===== config.mk =====
export PLATFORM = sky130hd
export DESIGN_NAME = xorshift_range_random
export DESIGN_NICKNAME = d
export VERILOG_FILES = /design/src/design/xrr_pkg.sv /design/src/design/xrr_mod_unit.sv /design/src/design/xorshift_range_random.sv
export SDC_FILE = /design/constraint.sdc
export NUM_CORES = 1
export LEC_CHECK = 0
export ABC_AREA = 0
export CORE_MARGIN = 2
export CORE_UTILIZATION = 60
export DETAILED_ROUTE_END_ITERATION = 8
export DONT_BUFFER_PORTS = 1
export PLACE_DENSITY = 0.76
export SETUP_SLACK_MARGIN = 0.15
export SYNTH_ARGS = -nofsm -noshare
export SYNTH_HDL_FRONTEND = slang
export SYNTH_SLANG_ARGS = --single-unit

===== constraint.sdc =====
create_clock -name clk_i -period 5.3 [get_ports clk_i]
set_input_delay 1.06 -clock clk_i [delete_from_list [all_inputs] [get_ports clk_i]]
set_output_delay 1.06 -clock clk_i [all_outputs]
set_load 0.005 [all_outputs]

===== src/design/xrr_pkg.sv =====
// Shared constants, types and the generator step function for the xorshift range random block.
`timescale 1ns / 1ps

package xrr_pkg;

  // Width of each bound and of the result.
  localparam int unsigned BoundWidth = 32;
  // Width of the xorshift generator.
  localparam int unsigned GenWidth   = 64;
  // Width of the remainder step counter.
  localparam int unsigned CntWidth   = $clog2(GenWidth);

  // Xorshift shift amounts.
  localparam int unsigned ShiftFirst  = 26;
  localparam int unsigned ShiftSecond = 34;
  localparam int unsigned ShiftThird  = 10;

  // Sequencer states of the top level.
  typedef enum logic [1:0] {
    ST_IDLE,
    ST_DIV,
    ST_OUT
  } state_e;

  // Status reported by the remainder unit.
  typedef struct packed {
    logic busy;
    logic done;
  } div_status_t;

  // One xorshift step: shift left, shift right, shift left.
  function automatic logic [GenWidth-1:0] xorshift_next(input logic [GenWidth-1:0] g);
    logic [GenWidth-1:0] g1;
    logic [GenWidth-1:0] g2;
    g1 = g ^ (g << ShiftFirst);
    g2 = g1 ^ (g1 >> ShiftSecond);
    return g2 ^ (g2 << ShiftThird);
  endfunction

endpackage


===== src/design/xrr_mod_unit.sv =====
// Iterative restoring remainder unit: 64-bit dividend modulo the span, one bit per cycle.
`timescale 1ns / 1ps

module xrr_mod_unit
  import xrr_pkg::*;
(
  input  logic                  clk_i,
  input  logic                  rst_ni,
  input  logic                  start_i,
  input  logic [GenWidth-1:0]   dividend_i,
  input  logic [BoundWidth:0]   divisor_i,
  output div_status_t           status_o,
  output logic [BoundWidth-1:0] remainder_o
);

  logic [GenWidth-1:0]   dvd_q, dvd_d;
  logic [BoundWidth:0]   span_q, span_d;
  logic [BoundWidth-1:0] rem_q, rem_d;
  logic [CntWidth-1:0]   cnt_q, cnt_d;
  logic                  busy_q, busy_d;
  logic                  done_q, done_d;
  logic [BoundWidth:0]   trial;
  logic [BoundWidth:0]   diff;

  // One restoring step: bring in the next dividend bit and subtract the span if it fits.
  assign trial = {rem_q, dvd_q[GenWidth-1]};
  assign diff  = trial - span_q;

  always_comb begin
    dvd_d  = dvd_q;
    span_d = span_q;
    rem_d  = rem_q;
    cnt_d  = cnt_q;
    busy_d = busy_q;
    done_d = 1'b0;
    if (start_i) begin
      dvd_d  = dividend_i;
      span_d = divisor_i;
      rem_d  = '0;
      cnt_d  = CntWidth'(GenWidth - 1);
      busy_d = 1'b1;
    end else if (busy_q) begin
      dvd_d = dvd_q << 1;
      if (trial >= span_q) begin
        rem_d = diff[BoundWidth-1:0];
      end else begin
        rem_d = trial[BoundWidth-1:0];
      end
      cnt_d = cnt_q - 1'b1;
      if (cnt_q == '0) begin
        busy_d = 1'b0;
        done_d = 1'b1;
      end
    end
  end

  // Control flags need reset; the datapath registers do not.
  always_ff @(posedge clk_i or negedge rst_ni) begin
    if (!rst_ni) begin
      busy_q <= 1'b0;
      done_q <= 1'b0;
    end else begin
      busy_q <= busy_d;
      done_q <= done_d;
    end
  end

  always_ff @(posedge clk_i) begin
    dvd_q  <= dvd_d;
    span_q <= span_d;
    rem_q  <= rem_d;
    cnt_q  <= cnt_d;
  end

  assign status_o.busy = busy_q;
  assign status_o.done = done_q;
  assign remainder_o   = rem_q;

endmodule


===== src/design/xorshift_range_random.sv =====
// Top level of the xorshift range random block: generator, sequencer and output register.
`timescale 1ns / 1ps

// Channel  | Signals                                   | Direction
// ---------+-------------------------------------------+----------
// request  | in_valid_i, in_ready_o, range_a_i, range_b_i | in
// result   | out_valid_o, out_ready_i, random_value_o  | out
// seed     | cfg_valid_i, cfg_ready_o, seed_value_i    | in
//
// For each request, the transfer advances the generator and loads the remainder unit, the
// one-bit-per-cycle remainder loop runs over all 64 dividend bits, and the lower bound is
// then added into the output register once it is free; only then is the next request taken.
// Reset loads the generator with 1; a seed write loads it with the seed, zero taken as 1.
// A held result does not block the next request; the sequencer waits only when a new
// result is ready while the previous one has not yet been transferred.

module xorshift_range_random
  import xrr_pkg::*;
(
  input  logic                         clk_i,
  input  logic                         rst_ni,
  input  logic                         cfg_valid_i,
  output logic                         cfg_ready_o,
  input  logic [GenWidth-1:0]          seed_value_i,
  input  logic                         in_valid_i,
  output logic                         in_ready_o,
  input  logic signed [BoundWidth-1:0] range_a_i,
  input  logic signed [BoundWidth-1:0] range_b_i,
  output logic                         out_valid_o,
  input  logic                         out_ready_i,
  output logic signed [BoundWidth-1:0] random_value_o
);

  state_e                state_q, state_d;
  logic [GenWidth-1:0]   gen_q, gen_d;
  logic [BoundWidth-1:0] lo_q, lo_d;
  logic                  out_valid_q, out_valid_d;
  logic [BoundWidth-1:0] random_q, random_d;

  logic                  in_xfer;
  logic                  cfg_xfer;
  logic                  out_free;
  logic                  load_out;
  logic                  div_start;
  logic [GenWidth-1:0]   gen_next;
  logic signed [BoundWidth:0] a_ext;
  logic signed [BoundWidth:0] b_ext;
  logic signed [BoundWidth:0] lo_ext;
  logic signed [BoundWidth:0] hi_ext;
  logic [BoundWidth:0]   span;
  logic [BoundWidth-1:0] remainder;
  div_status_t           div_status;

  assign cfg_ready_o = 1'b1;
  assign in_ready_o  = (state_q == ST_IDLE);
  assign in_xfer     = in_valid_i && in_ready_o;
  assign cfg_xfer    = cfg_valid_i && cfg_ready_o;
  assign out_free    = !out_valid_q || out_ready_i;

  // Order the bounds and form the span, which is at most 2^BoundWidth.
  assign a_ext    = {range_a_i[BoundWidth-1], range_a_i};
  assign b_ext    = {range_b_i[BoundWidth-1], range_b_i};
  assign lo_ext   = (a_ext < b_ext) ? a_ext : b_ext;
  assign hi_ext   = (a_ext < b_ext) ? b_ext : a_ext;
  assign span     = unsigned'(hi_ext - lo_ext) + 1'b1;
  assign gen_next = xorshift_next(gen_q);

  assign div_start = in_xfer;

  xrr_mod_unit u_mod (
    .clk_i       (clk_i),
    .rst_ni      (rst_ni),
    .start_i     (div_start),
    .dividend_i  (gen_next),
    .divisor_i   (span),
    .status_o    (div_status),
    .remainder_o (remainder)
  );

  // Sequencer: next state and result load.
  always_comb begin
    state_d  = state_q;
    load_out = 1'b0;
    unique case (state_q)
      ST_IDLE: begin
        if (in_xfer) begin
          state_d = ST_DIV;
        end
      end
      ST_DIV: begin
        if (div_status.done) begin
          if (out_free) begin
            load_out = 1'b1;
            state_d  = ST_IDLE;
          end else begin
            state_d = ST_OUT;
          end
        end
      end
      ST_OUT: begin
        if (out_free) begin
          load_out = 1'b1;
          state_d  = ST_IDLE;
        end
      end
      default: state_d = ST_IDLE;
    endcase
  end

  // Generator: a seed write takes priority, otherwise advance on each request transfer.
  always_comb begin
    gen_d = gen_q;
    if (cfg_xfer) begin
      gen_d = (seed_value_i == '0) ? GenWidth'(1) : seed_value_i;
    end else if (in_xfer) begin
      gen_d = gen_next;
    end
  end

  assign lo_d = in_xfer ? lo_ext[BoundWidth-1:0] : lo_q;

  // Output register: the result is the lower bound plus the remainder, wrapped to width.
  always_comb begin
    out_valid_d = out_valid_q;
    random_d    = random_q;
    if (out_valid_q && out_ready_i) begin
      out_valid_d = 1'b0;
    end
    if (load_out) begin
      out_valid_d = 1'b1;
      random_d    = lo_q + remainder;
    end
  end

  always_ff @(posedge clk_i or negedge rst_ni) begin
    if (!rst_ni) begin
      state_q     <= ST_IDLE;
      gen_q       <= GenWidth'(1);
      out_valid_q <= 1'b0;
    end else begin
      state_q     <= state_d;
      gen_q       <= gen_d;
      out_valid_q <= out_valid_d;
    end
  end

  always_ff @(posedge clk_i) begin
    lo_q     <= lo_d;
    random_q <= random_d;
  end

  assign out_valid_o    = out_valid_q;
  assign random_value_o = random_q;

  // The generator never reaches the all-zero lock-up state.
  a_gen_nonzero: assert property (@(posedge clk_i) disable iff (!rst_ni)
    gen_q != '0)
    else $error("generator reached zero");

  // A request transfer starts the remainder unit on the next cycle.
  a_start_busy: assert property (@(posedge clk_i) disable iff (!rst_ni)
    in_xfer |=> div_status.busy)
    else $error("remainder unit not busy after request transfer");

  // The block only accepts requests while the remainder unit is quiet.
  a_ready_quiet: assert property (@(posedge clk_i) disable iff (!rst_ni)
    in_ready_o |-> !div_status.busy)
    else $error("request ready while remainder unit busy");

  // A new result appears only after a finished remainder computation.
  a_load_after_div: assert property (@(posedge clk_i) disable iff (!rst_ni)
    load_out |-> (state_q == ST_DIV || state_q == ST_OUT) && !div_status.busy)
    else $error("result loaded without finished remainder");

endmodule


==> results of run 1 <==
worst paths after layout:
path                                                   from                                  to  slack, ns  depth (start not counted)
worst max register to register   u_mod.span_q[26]$_DFFE_PP_  u_mod.remainder_o[28]$_SDFFE_PP0P_       1.54                         12
worst min-delay path                                 rst_ni               gen_q[27]$_DFFE_PN0P_       0.21                          0
worst min register to register  u_mod.cnt_q[0]$_SDFFE_PP1P_         u_mod.cnt_q[0]$_SDFFE_PP1P_       0.48                          2
worst max-delay path                           range_b_i[1]          u_mod.span_q[31]$_DFFE_PP_       0.27                         23
min in group clk_i              u_mod.cnt_q[0]$_SDFFE_PP1P_         u_mod.cnt_q[0]$_SDFFE_PP1P_       0.48                          2
max in group asynchronous                            rst_ni                gen_q[0]$_DFFE_PN1P_       4.89                          0
power groups by stage:
stage               logic [W]  clock network, W  registers, W
floorplan             0.00538                 0       0.00360
global placement      0.00665                 0       0.00374
detailed placement    0.00684                 0       0.00376
CTS                   0.00693           0.00194       0.00373
global route          0.00774           0.00202       0.00381
finish                0.00699           0.00192       0.00374
sequential cells by signal, indices dropped and copies added (netlist names):
| name | cells |
|---|---|
| u_mod.busy_q | 1 |
| u_mod.span_q | 33 |
| out_valid_o | 1 |
| u_mod.remainder_o | 32 |
| random_value_o | 32 |
| u_mod.done_q | 1 |
| lo_q | 32 |
| state_q | 2 |
| u_mod.cnt_q | 6 |
| u_mod.dvd_q | 64 |
| gen_q | 64 |
synthesized netlist by cell type, types with 6 or more instances:
cell type / count
a21oi_1: 124
nor4_1: 23
mux2i_1: 23
nand2b_1: 38
o21ai_0: 206
nand3_1: 34
inv_1: 95
a211oi_1: 21
or3_1: 7
o21bai_1: 9
o211ai_1: 8
ha_1: 135
dfrtp_1: 68
nand2_1: 232
edfxtp_1: 161
mux2_2: 31
a21o_1: 42
xnor2_1: 198
nand3b_1: 6
nand4_1: 17
nor3_1: 15
nor2_1: 122
dfxtp_1: 38
and3_1: 16
clkbuf_1: 63
xor2_1: 101
nor2b_1: 25
o22ai_1: 27
a31oi_1: 18
o21a_1: 26
stage by stage:
step           total power, W  setup slack, ns  hold WS [ns]  cell area [µm²]  TNS (ns)
2_1_floorplan         0.00898           -0.152         0.444            18800    -0.152
3_3_place_gp           0.0104           -0.251         0.459            19800    -0.702
3_5_place_dp           0.0106           -0.353         0.466            19800     -1.60
4_1_cts                0.0126            0.215         0.188            20700         0
5_1_grt                0.0136            0.111         0.195            20700         0
6_report               0.0127            0.269         0.211            20700         0
worst max-delay path: cells and delay by family:
kind | cells | cell delay (ns)
xor gates and xnor gates | 1 | 0.15
buffers and inverters | 2 | 0.16
adders and majority gates | 3 | 0.82
and+or+nand+nor | 3 | 0.39
AOI/OAI and AO/OA | 14 | 2.74
layout make-up:
class                   count  area, µm²  area share (%)
clock buffers              41        821            3.96
well taps                 396        495            2.39
multi-input cells        1580      10800            52.3
clock inverters            11       73.8           0.356
repair buffers            105        796            3.84
inverters                  97        379            1.83
flip-flops and latches    268       7320            35.3
diodes                      1       2.50          0.0121
logic make-up after synthesis:
logic type / after synthesis / synth area share [%]
compound gates: 528 / 16.9
xor+xnor: 299 / 14.0
fa+ha+maj: 138 / 9.35
buf+inv: 171 / 3.54
flops: 268 / 39.1
mux: 54 / 3.10
other cells: 1 / 0.0200
simple gates: 560 / 13.9
per-layer routing:
metal,wire (µm),up-vias,global-route usage (%)
met5,0,-,0
met4,1650,0,9.97
met3,2920,94,4.75
met2,22100,468,48.7
met1,20000,7064,36.3
li1,-,7292,-
repair_timing:
item                                    in CTS  in global routing
hold buffers                                 0                  0
endpoints found under the setup margin       0                  3
gates resized for setup                      0                 10
buffers inserted                             0                  2
==> results by group, run 1 <==
Clock tree
  • Clock buffer depth: 3
  • Total clock sinks: 268
  • CTS Buf Count: 28
  • H-tree depth: 1
  • Reg clk slew, reported paths: 0.06 ns
  • Clock Tree Root: clkbuf_16
  • CTS tree: done
  • Worst-Skew Late Latency: 0.56 ns

Die
  • Die width: 181 µm
  • Initial core utilization: 61.0%
  • Rows: 64
  • Die area: 32600 µm²
  • Core Region: 30700 µm²
  • # IOs: 168
  • Die height: 181 µm

Setup path
  • Type of the worst setup path: input port to flip-flop
  • CP startpoint kind: input port
  • Critical-path top delay cell: fa_2
  • CP arrival: 5.32 ns
  • WP data required: 5.59 ns
  • Maximum fanout along the worst path: 6
  • Crit end category: flip-flop
  • Worst path cell trace: inv_12 -> ha_4 -> nor2b_1 -> o21a_1 -> o21a_1 -> o21ai_2 -> a21oi_2 -> o211ai_1 -> nand2_4 -> nand3b_1 -> o21ai_1 -> ha_2 -> fa_2 -> a211o_1 -> o211ai_1 -> a21oi_2 -> a221o_1 -> a41oi_2 -> a211oi_2 -> buf_4 -> o31ai_1 -> o21ai_1 -> xor2_1
  • Max incr delay on CP: 0.39 ns

Pwr
  • Combinational share of power: 55.2%
  • Static leakage: 8.71 nW
  • Pint: 0.00735 W
  • Switching power total: 0.00530 W
  • Sequential Power Share: 29.6%
  • Maximum vdd drop: 0.308 mV
  • Power Dens Cells: 611 nW/µm²
  • Sw Share: 41.9%
  • Clk pwr share: 15.2%

Yosys
  • Main synth FF type: edfxtp_1
  • Yosys warns: 0
  • Post-Syn Area per Cell: 9.27 µm²
  • Post-synth ARST share: 25.7%
  • Syn Inst Count: 2019
  • Synth area leaders: edfxtp_1 (26%), xnor2_1 (9.3%), dfrtp_1 (9.1%)
  • Synth unique cells: 74
  • Number of synthesized flops with an enable pin: 161
  • Post-synthesis sequential area ratio: 39.1%
  • Synthesized Nets: 2290
  • Largest area contributor in the synthesized netlist: edfxtp_1
  • Flops & latches, synth: 268
  • Top-area cell type share of the netlist area: 25.8%
  • Cell Area, Synth: 18700 µm²

Finish
  • Layout cells sized above 1: 9.99%
  • Area delta synth->final: 10.8%
  • Commonest non-fill, non-tap cell in the layout: nand2_1
  • Commonest non-fill, non-tap cells in the layout: nand2_1 (229), o21ai_0 (202), xnor2_1 (198)
  • Final nets: 2351
  • Non-Filler Instances: 2499
  • # fillers: 2364
  • Final core utilization: 67.6%

Timing
  • Worst Max-Slew Pin Slew: 1.07 ns
  • Worst Skew: 0.0179 ns
  • Final period utilization: 94.9%
  • Fin. Hold Viols: 0
  • Highest clock rate: 199 MHz
  • Max_slew headroom: 28.9%
  • Fin. max-slew vios: 0
  • RSZ-0062 raised after global routing: false
  • # setup viols final: 0
  • Final worst path period need: 5.03 ns

Route
  • Post-route DRC: 0
  • Total length of routed wires: 46700 µm
  • Routed vias: 14900
  • Routed Antenna Nets: 0
  • Vias per cell: 5.97
  • Post-DR wirelength/cell: 18.7 µm
  • Drt first pass iters: 5
  • Initial DRC count: 1101

Global route
  • Global Route Usage Sum: 28.4%
  • Overflow after GRT: 0
  • Largest net degree at the start of global routing: 129
  • Initial antenna violation count: 1
  • Vias in the first global route: 14900
  • Global-route wire length before repair: 75200 µm

Place
  • GPL Wtd Cong: 0.919
  • IO Port Bufs: 0
  • Dpl cells: 2444
  • HPWL after detailed placement: 35000 µm

Min path
  • Worst hold path class: input port to async pin

Outcome
  • Status: complete, no violations

Job
  • Max-cap viol count: 0
Power figures use the tool's default switching activity.
==> inputs of run 2 (changes only) <==
==> constraint.sdc (replaced) <==
create_clock -name clk_i -period 5.3 [get_ports clk_i]
set_input_delay 0.265 -clock clk_i [delete_from_list [all_inputs] [get_ports clk_i]]
set_output_delay 0.265 -clock clk_i [all_outputs]
set_load 0.005 [all_outputs]
==> run 2 against run 1 <==
  * Sequential share of layout area down 1.3 points
  * Sequential power barely moved
  * Final cell count up 2.1%
  * Clock skew is 0.0015 ns higher
  * First-iteration DRC count up 22%
  * Global-route usage rose by 1.0 points
  * Critical path type unchanged
  * Critical endpoint is now u_mod.span_q[29]$_DFFE_PP_
  * Highest routed layer unchanged
==> results by group, run 2 (synthesis results as in run 1) <==
Outcome
  • Status: complete, no violations

Route
  • Vias per cell: 6.04 (+1.2%)
  • Post-route DRC: 0 (unchanged)
  • Routed vias: 15400 (+3.3%)
  • Drt first pass iters: 7 (+2)
  • Total length of routed wires: 49200 µm (+5.3%)
  • Routed Antenna Nets: 0 (unchanged)
  • Post-DR wirelength/cell: 19.3 µm (+3.1%)
  • Initial DRC count: 1347 (+22%)

Pwr
  • Static leakage: 8.94 nW (+2.7%)
  • Maximum vdd drop: 0.329 mV (+6.8%)
  • Power Dens Cells: 607 nW/µm² (-0.66%)

Die
  • Die width: 181 µm (unchanged)
  • Initial core utilization: 61.0% (unchanged)
  • Core Region: 30700 µm² (unchanged)
  • Rows: 64 (unchanged)
  • Die area: 32600 µm² (unchanged)
  • # IOs: 168 (unchanged)
  • Die height: 181 µm (unchanged)

Finish
  • Non-Filler Instances: 2551 (+2.1%)
  • Antenna cells: 0 (-1)
  • Final nets: 2402 (+2.2%)
  • Area delta synth->final: 15.1%
  • Area of the multi-input gates: 10800 µm² (-0.65%)
  • Layout cells sized above 1: 5.75% (-4.2 points)
  • Commonest non-fill, non-tap cell in the layout: nand2_1
  • # fillers: 2272 (-3.9%)
  • Storage element area: 7320 µm² (unchanged)
  • Top flop regs: gen_q (64), u_mod.dvd_q (64), u_mod.span_q (33)
  • Commonest non-fill, non-tap cells in the layout: nand2_1 (229), o21ai_0 (205), xnor2_1 (198)

Global route
  • Vias in the first global route: 15300 (+3.2%)
  • Global Route Usage Sum: 29.4% (+1.0 points)
  • Global-route wire length before repair: 78200 µm (+4.1%)
  • Overflow after GRT: 0 (unchanged)
  • Initial antenna violation count: 0 (-1)
  • Largest net degree at the start of global routing: 129 (unchanged)

Timing
  • Highest clock rate: 204 MHz (+2.5%)
  • Final period utilization: 92.6% (-2.3 points)
  • Setup TNS: 0 ns (unchanged)
  • Worst Skew: 0.0193 ns (+0.00146 ns)
  • Fin. max-slew vios: 0 (unchanged)
  • Fin worst setup slack: 0.391 ns (+0.122 ns)
  • # setup viols final: 0 (unchanged)
  • Worst Max-Slew Pin Slew: 1.07 ns (-0.000539 ns)
  • RSZ-0062 raised after global routing: false
  • Fin. Hold Viols: 0 (unchanged)
  • Final worst path period need: 4.91 ns (-0.122 ns)
  • Max_slew headroom: 28.9% (+0.036 points)
  • Hold_ws: 0.0189 ns (-0.192 ns)

Setup path
  • Worst path cell trace: dlygate4sd3_1 -> ha_1 -> nor2b_1 -> o21a_1 -> o21a_1 -> o21ai_1 -> buf_4 -> a21oi_1 -> o211ai_1 -> nand2_4 -> nand3b_1 -> o21ai_0 -> ha_1 -> fa_1 -> a211o_1 -> o211ai_1 -> a21oi_2 -> a221o_1 -> a41oi_1 -> buf_4 -> a211oi_1 -> or2_2 -> o41ai_2 -> xnor2_1
  • Maximum fanout along the worst path: 5 (-1)
  • Type of the worst setup path: input port to flip-flop
  • R2R setup slack: 1.67 ns (+0.13 ns)
  • Worst R2R Path Depth: 12 (unchanged)
  • Critical Path Start: range_b_i[0]
  • Worst r2r src: u_mod.span_q[1]$_DFFE_PP_
  • CP arrival: 5.21 ns (-0.11 ns)
  • Crit end category: flip-flop
  • Critical-path top delay cell: dlygate4sd3_1
  • Crit path capture: u_mod.span_q[29]$_DFFE_PP_
  • Max incr delay on CP: 0.57 ns (+0.18 ns)
  • RR Endpoint: u_mod.remainder_o[27]$_SDFFE_PP0P_
  • CP startpoint kind: input port
  • WP data required: 5.60 ns (about the same)

Clock tree
  • Total clock sinks: 268 (unchanged)
  • Reg clk slew, reported paths: 0.06 ns (about the same)
  • Clock Tree Root: clkbuf_16
  • Worst-Skew Late Latency: 0.56 ns (about the same)
  • CTS tree: done
  • CTS Buf Count: 30 (+7.1%)
  • H-tree depth: 1 (unchanged)
  • Number of setup buffers added after CTS: 0 (unchanged)
  • Clock buffer depth: 3 (unchanged)

Place
  • GPL Wtd Cong: 0.905 (-1.6%)
  • Pre-CTS setup slack: 0.135 ns (+0.487 ns)
  • HPWL after detailed placement: 34200 µm (-2.5%)
  • Dpl cells: 2363 (-3.3%)
  • IO Port Bufs: 0 (unchanged)

Min path
  • Worst hold path class: input port to flip-flop
  • Hold path start: range_a_i[0]

Job
  • Max-cap viol count: 0 (unchanged)
-- run 2: stage by stage --
stage	cell area (µm²)	util (%)	power (W)
CTS	21500	70.2	0.0130
global route	21500	70.2	0.0139
global placement	19100	62.3	0.0103
detailed placement	19100	62.3	0.0105
floorplan	18700	-	0.00897
finish	21500	70.2	0.0131
-- run 2: area by class of cell --
type	count	share of cell area [%]
inverter	97	1.70
clock inverter	12	0.865
timing repair buffer	154	7.12
tap	396	2.30
multi-input combinational	1580	50.0
sequential	268	34.0
clock buffer	44	4.06
-- run 2: per-layer routing --
layer / up-vias / wire length, µm / GRT usage (%)
met3: 113 / 3710 / 4.83
met2: 587 / 23300 / 50.6
li1: 7384 / - / -
met1: 7321 / 20300 / 37.6
met4: 0 / 1790 / 10.4
met5: - / 0 / 0
-- run 2: timing repair --
| action | CTS | global route |
|---|---|---|
| hold endpoints to repair | 169 | 0 |
| endpoints found under the setup margin | 0 | 1 |
| hold buffers | 132 | 0 |
| resized for setup | 0 | 3 |
-- run 2: worst min path at each step --
stage                                endpoint  slack (ns)  depth (start not counted)
floorplan               gen_q[10]$_DFFE_PN0P_       -0.03                          0
finish                      lo_q[0]$_DFFE_PP_        0.02                          2
global placement       state_q[0]$_DFFE_PN0P_       -0.03                          0
CTS                         lo_q[0]$_DFFE_PP_      0.0009                          2
detailed placement    out_valid_o$_DFFE_PN0P_       -0.03                          0
global route        u_mod.span_q[0]$_DFFE_PP_        0.04                          2
-- run 2: power by group --
group,total [W],internal (W),switching [W]
sequential,0.00377,0.00318,0.000598
combinational,0.00706,0.00305,0.00401
clock,0.00224,0.00138,0.000858
total,0.0131,0.00760,0.00546
-- run 2: worst max-delay path, delay by kind of cell --
family	cells	cell delay [ns]
AND/OR/NAND/NOR	4	0.63
AO/OA/AOI/OAI	13	2.53
XOR/XNOR	1	0.11
buffers and inverters	3	0.86
adder cells (fa/ha/maj)	3	0.80
